$ cat src/rtl/assert_macros.svh
// Assertion macros shared by the profiler RTL.
`ifndef ASSERT_MACROS_SVH
`define ASSERT_MACROS_SVH
`ifndef NO_ASSERTIONS
`define ASSERT_RST(lbl, clk, rst_n, prop, msg) \
	lbl: assert property (@(posedge clk) disable iff (!rst_n) prop) else $error(msg);
`define ASSERT_ALWAYS(lbl, clk, prop, msg) \
	lbl: assert property (@(posedge clk) prop) else $error(msg);
`else
`define ASSERT_RST(lbl, clk, rst_n, prop, msg)
`define ASSERT_ALWAYS(lbl, clk, prop, msg)
`endif
`endif

$ cat src/rtl/swcp_pkg.sv
// Shared constants, codes and control types of the cycle profiler.
package swcp_pkg;

	localparam int unsigned WINDOW_DEPTH_DEF = 256;

	localparam int unsigned TICK_W    = 24;
	localparam int unsigned SUM_W     = 32;
	localparam int unsigned CNT_OUT_W = 9;
	localparam int unsigned CPU_W     = 7;
	localparam int unsigned JIT_W     = 31;
	localparam int unsigned DVD_W     = 39;
	localparam int unsigned ITER_W    = 5;

	typedef enum logic {
		OP_CPU = 1'b0,
		OP_JIT = 1'b1
	} div_op_t;

	typedef struct packed {
		logic    capture;
		logic    update;
		logic    div_start;
		div_op_t div_op;
		logic    cpu_take;
		logic    out_load;
	} dp_cmd_t;

	typedef struct packed {
		logic div_done;
	} dp_sts_t;

endpackage

$ cat src/rtl/swcp_ctrl.sv
// Sequencer that steps each item through update, two divisions and the output register.
`include "assert_macros.svh"

module swcp_ctrl (
	input  logic              clk,
	input  logic              arst_n,
	input  logic              in_valid,
	output logic              in_stall,
	output logic              out_valid,
	input  logic              out_stall,
	output swcp_pkg::dp_cmd_t cmd,
	input  swcp_pkg::dp_sts_t sts
);

	typedef enum logic [6:0] {
		ST_IDLE      = 7'b0000001,
		ST_UPDATE    = 7'b0000010,
		ST_CPU_START = 7'b0000100,
		ST_CPU_WAIT  = 7'b0001000,
		ST_JIT_START = 7'b0010000,
		ST_JIT_WAIT  = 7'b0100000,
		ST_DONE      = 7'b1000000
	} state_t;

	state_t state_q;
	state_t state_d;
	logic   out_valid_q;
	logic   out_free;

	// The output register is free when empty or when its beat leaves this cycle.
	assign out_free = !out_valid_q || !out_stall;

	always_comb begin
		state_d        = state_q;
		cmd            = '0;
		cmd.div_op     = swcp_pkg::OP_CPU;
		unique case (state_q)
			ST_IDLE: begin
				if (in_valid) begin
					cmd.capture = 1'b1;
					state_d     = ST_UPDATE;
				end
			end
			ST_UPDATE: begin
				cmd.update = 1'b1;
				state_d    = ST_CPU_START;
			end
			ST_CPU_START: begin
				cmd.div_start = 1'b1;
				state_d       = ST_CPU_WAIT;
			end
			ST_CPU_WAIT: begin
				if (sts.div_done) begin
					cmd.cpu_take = 1'b1;
					state_d      = ST_JIT_START;
				end
			end
			ST_JIT_START: begin
				cmd.div_start = 1'b1;
				cmd.div_op    = swcp_pkg::OP_JIT;
				state_d       = ST_JIT_WAIT;
			end
			ST_JIT_WAIT: begin
				cmd.div_op = swcp_pkg::OP_JIT;
				if (sts.div_done) begin
					state_d = ST_DONE;
				end
			end
			ST_DONE: begin
				if (out_free) begin
					cmd.out_load = 1'b1;
					state_d      = ST_IDLE;
				end
			end
			default: begin
				state_d = ST_IDLE;
			end
		endcase
	end

	always_ff @(posedge clk or negedge arst_n) begin
		if (!arst_n) begin
			state_q     <= ST_IDLE;
			out_valid_q <= 1'b0;
		end else begin
			state_q <= state_d;
			if (cmd.out_load) begin
				out_valid_q <= 1'b1;
			end else if (!out_stall) begin
				out_valid_q <= 1'b0;
			end
		end
	end

	assign in_stall  = state_q != ST_IDLE;
	assign out_valid = out_valid_q;

	`ASSERT_RST(a_done_loads_output, clk, arst_n, (state_q == ST_DONE && out_free) |=> (out_valid_q && state_q == ST_IDLE), "finished item not moved to output")
	`ASSERT_RST(a_accept_starts_update, clk, arst_n, (in_valid && !in_stall) |=> (state_q == ST_UPDATE), "accepted item did not reach update")

endmodule

$ cat config.mk
export PLATFORM = sky130hd
export DESIGN_NAME = swcp_ctrl
export DESIGN_NICKNAME = d
export VERILOG_FILES = /design/src/rtl/swcp_pkg.sv /design/src/rtl/swcp_ctrl.sv
export VERILOG_INCLUDE_DIRS = /design/src /design/src/rtl
export SDC_FILE = /design/constraint.sdc
export NUM_CORES = 1
export LEC_CHECK = 0
export CAP_MARGIN = 30
export CELL_PAD_IN_SITES_DETAIL_PLACEMENT = 0
export CELL_PAD_IN_SITES_GLOBAL_PLACEMENT = 1
export CORE_UTILIZATION = 30
export CTS_BUF_LIST = sky130_fd_sc_hd__clkbuf_8
export CTS_CLUSTER_DIAMETER = 50
export DETAILED_ROUTE_END_ITERATION = 10
export DONT_BUFFER_PORTS = 1
export PLACE_DENSITY_LB_ADDON = 0.1
export SLEW_MARGIN = 20
export SYNTH_ARGS = -nofsm -noshare
export SYNTH_HDL_FRONTEND = slang
export SYNTH_SLANG_ARGS = --single-unit
$ cat constraint.sdc
create_clock -name clk -period 1.9 [get_ports clk]
set_input_delay 0.095 -clock clk [delete_from_list [all_inputs] [get_ports clk]]
set_output_delay 0.095 -clock clk [all_outputs]
set_load 0.05 [all_outputs]
==> impl_metrics.py <==
metrics = {
    "status": {
        "outcome": "completed",
    },
    "hold_path": {
        "hold_path_class": "input port to register",
    },
    "detailed_routing": {
        "drtIter0Drc": 14,
        "route.final.wire_length_um": 1100,
        "wl_per_cell_um": 14.9,
        "detail_route.drc_violations": 0,
        "antenna_violating_nets_post_route": 0,
        "routed-via-count": 428,
        "via_per_inst": 5.78,
        "drt-pass1-iter-count": 4,
    },
    "final_layout": {
        "final_layout_size_suffix_gt1_frac": 0.271,
        "nFillCells": 131,
        "total_inserted_antenna_cells": 0,
        "area_delta_synth_final_pct": 27.7,
        "post-route-util": 0.438,
        "num-nets-final": 65,
        "number_of_cells_in_the_finished_layout_apart_from_fillers": 74,
        "finish.instance_area_um2": 606,
    },
    "clocking": {
        "max-clock-path-buffers": 2,
        "clock_latency_ns": 0.23,
        "root_buffer": "sky130_fd_sc_hd__clkbuf_8",
        "post_cts.repair.setup_buffers": 0,
        "h-tree-depth": 1,
        "cts_buffers": 3,
        "worst_setup_hold_path_clk_slew_ns": 0.04,
        "tritoncts_clock_tree": "done",
        "tritoncts_num_sinks": 8,
    },
    "global_route": {
        "grt_pass1_wl_um": 1920,
        "pin_count_of_the_biggest_net_entering_global_routing": 11,
        "grt.total_usage": 0.144,
        "antenna_found_initial": 0,
        "grt_total_ovfl": 0,
        "first_global_vias": 435,
    },
    "synth": {
        "syn_inst": 49,
        "syn_avg_cell_area_um2": 9.68,
        "synth-compound-area-share": 0.111,
        "synthTopCellsByArea": "sky130_fd_sc_hd__dfrtp_1 37%, sky130_fd_sc_hd__and4b_1 8.4%, sky130_fd_sc_hd__dfstp_2 5.5%",
        "asyncSetResetFlopFracSynth": 1.00,
        "synth-edff-count": 0,
        "synth_most_common_cell": "sky130_fd_sc_hd__dfrtp_1",
        "post_synth_num_cell_types": 23,
        "ys.warnings.count": 0,
        "synth_xor_area_frac": 0.0369,
        "mappedNetlistArea_um2": 474,
        "yosys-mux-area-fraction": 0,
        "post_synth_fa_ha_maj_area_fraction": 0,
        "seq_total_area_yosys": 0.425,
        "ys_seq_elements": 8,
        "synth_commonest_cells": "7 x sky130_fd_sc_hd__dfrtp_1, 4 x sky130_fd_sc_hd__and4b_1, 4 x sky130_fd_sc_hd__nand2_1",
        "synth.net_count": 54,
        "postSynth.topFlopCell": "sky130_fd_sc_hd__dfrtp_1",
        "yosys.area.top_type_share": 0.369,
        "synth_area_leader_cell": "sky130_fd_sc_hd__dfrtp_1",
        "yosys.area_share.simple": 0.372,
        "synth_top_family_by_area": "simple AND/OR/NAND/NOR gates",
    },
    "pwr": {
        "power.density_cell_area_nw_per_um2": 1300,
        "ir_drop_mv": 0.490,
        "power.total_mw": 0.788,
        "power.leakage_nw": 0.283,
    },
    "placement": {
        "place.detailed.instances": 69,
        "dpl.hpwl_um": 839,
        "placed_area_um2": 539,
        "placement.io_buffers": 0,
        "gp_congestion": 0.700,
        "post_place_worst_slack_ns": 0.268,
    },
    "floorplanning": {
        "die-height_um": 41.8,
        "core_area_um2": 1380,
        "io_pins": 13,
        "dieArea_um2": 1740,
        "effective_utilization_at_floorplan": 0.343,
        "die_width_um": 41.8,
        "rows": 13,
    },
    "timing": {
        "slew_violations": 0,
        "finalSetupTns_ns": 0,
        "worst_margin_slew_ns": 0.512,
        "finalWorstPathRequiredPeriod_ns": 1.79,
        "slew_limit_headroom": 0.659,
        "final_report_setup_violation_count": 0,
        "setup_repair_after_global_routing_missed_its_margin": "false",
        "fin_crit_sh": 0.944,
        "timing.hold.ws_ns": 0.00782,
        "max_clock_freq_mhz": 557,
        "hold_viol_final": 0,
        "fin_skew_ns": 0.00417,
        "finalWorstSetupSlack_ns": 0.106,
    },
    "critical_path": {
        "cp-start-kind": "register",
        "worstSetupEndpointType": "output pin",
        "worstPathMaxFanout": 10,
        "worst_ep_required_time_ns": 1.80,
        "critical_path_arrival_ns": 1.70,
        "critPathKind": "register to output pin",
    },
    "flow_run": {
        "max_cap_viol_count": 0,
    },
}
where the power goes:
group | internal [mW] | switching, mW | leakage, nW
logic | 0.118 | 0.215 | 0.149
clock network | 0.140 | 0.0679 | 0.0269
registers | 0.203 | 0.0441 | 0.107
total | 0.461 | 0.327 | 0.283
flip-flops by register name, summed over array words and instances, names as in the netlist:
register	count
state_q	7
out_valid	1
critical path: stages (launching register included):
cell,delay [ns]
sky130_fd_sc_hd__dfrtp_1,0.51
sky130_fd_sc_hd__nor4_2,0.40
sky130_fd_sc_hd__nand3_1,0.19
sky130_fd_sc_hd__a21oi_1,0.16
sky130_fd_sc_hd__buf_4,0.22
cell usage in the layout (no fill, tap or decap):
cell	instances
sky130_fd_sc_hd__inv_1	3
sky130_fd_sc_hd__o32ai_1	1
sky130_fd_sc_hd__xnor2_1	1
sky130_fd_sc_hd__dfstp_2	1
sky130_fd_sc_hd__xor2_1	1
sky130_fd_sc_hd__nand2b_1	2
sky130_fd_sc_hd__nor4_2	2
sky130_fd_sc_hd__clkbuf_8	3
sky130_fd_sc_hd__a21oi_1	3
sky130_fd_sc_hd__nor3b_1	1
sky130_fd_sc_hd__a211o_1	1
sky130_fd_sc_hd__nor4_1	1
sky130_fd_sc_hd__nand2_1	4
sky130_fd_sc_hd__buf_4	7
sky130_fd_sc_hd__nor4b_2	1
sky130_fd_sc_hd__nand3_1	2
sky130_fd_sc_hd__nor2b_1	2
sky130_fd_sc_hd__a2111oi_2	1
sky130_fd_sc_hd__o21ai_0	1
sky130_fd_sc_hd__nor3_1	1
sky130_fd_sc_hd__dlygate4sd3_1	1
sky130_fd_sc_hd__and3_1	2
sky130_fd_sc_hd__nor4b_1	2
sky130_fd_sc_hd__dfrtp_1	7
sky130_fd_sc_hd__nor2_1	3
sky130_fd_sc_hd__and4b_1	4
sky130_fd_sc_hd__nor3_2	1
routing by layer:
metal	up-vias	GRT usage	routed length, µm
li1	204	-	-
met5	-	0	0
met1	210	0.192	502
met3	3	0.0304	50
met4	0	0.0774	17
met2	11	0.216	530
cell type report:
cell class                 count  area [µm²]  share of cell area
tap                           15        18.8              0.0310
inverter                       2        7.51              0.0124
clock inverter                 1        3.75             0.00620
clock buffer                   3        41.3              0.0682
sequential                     8         201               0.333
timing repair buffer           8        62.6               0.103
multi-input combinational     37         270               0.446
cells by family (layout without fill, tap and decap cells):
kind of cell / Yosys count / after routing
AOI/OAI and AO/OA: 7 / 7
xor gates and xnor gates: 2 / 2
buffers and inverters: 4 / 14
DFF: 8 / 8
and+or+nand+nor: 28 / 28
path summary, 6_finish.rpt:
check	start	endpoint	slack, ns	depth (start not counted)
max	state_q[2]	cmd[0]	0.11	4
min	out_stall	out_valid	0.008	2
max reg2reg	state_q[2]	state_q[0]	0.39	3
min reg2reg	state_q[0]	state_q[2]	0.65	1
max in group asynchronous	arst_n	state_q[0]	1.35	1
min in group asynchronous	arst_n	state_q[2]	0.23	1
what timing repair did:
item	4_1_cts	5_1_grt
hold buffers	1	0
endpoints found under the setup margin	0	3
hold endpoints to repair	8	0
resized for setup	0	2
No activity file was read; power rests on OpenSTA's default activity.
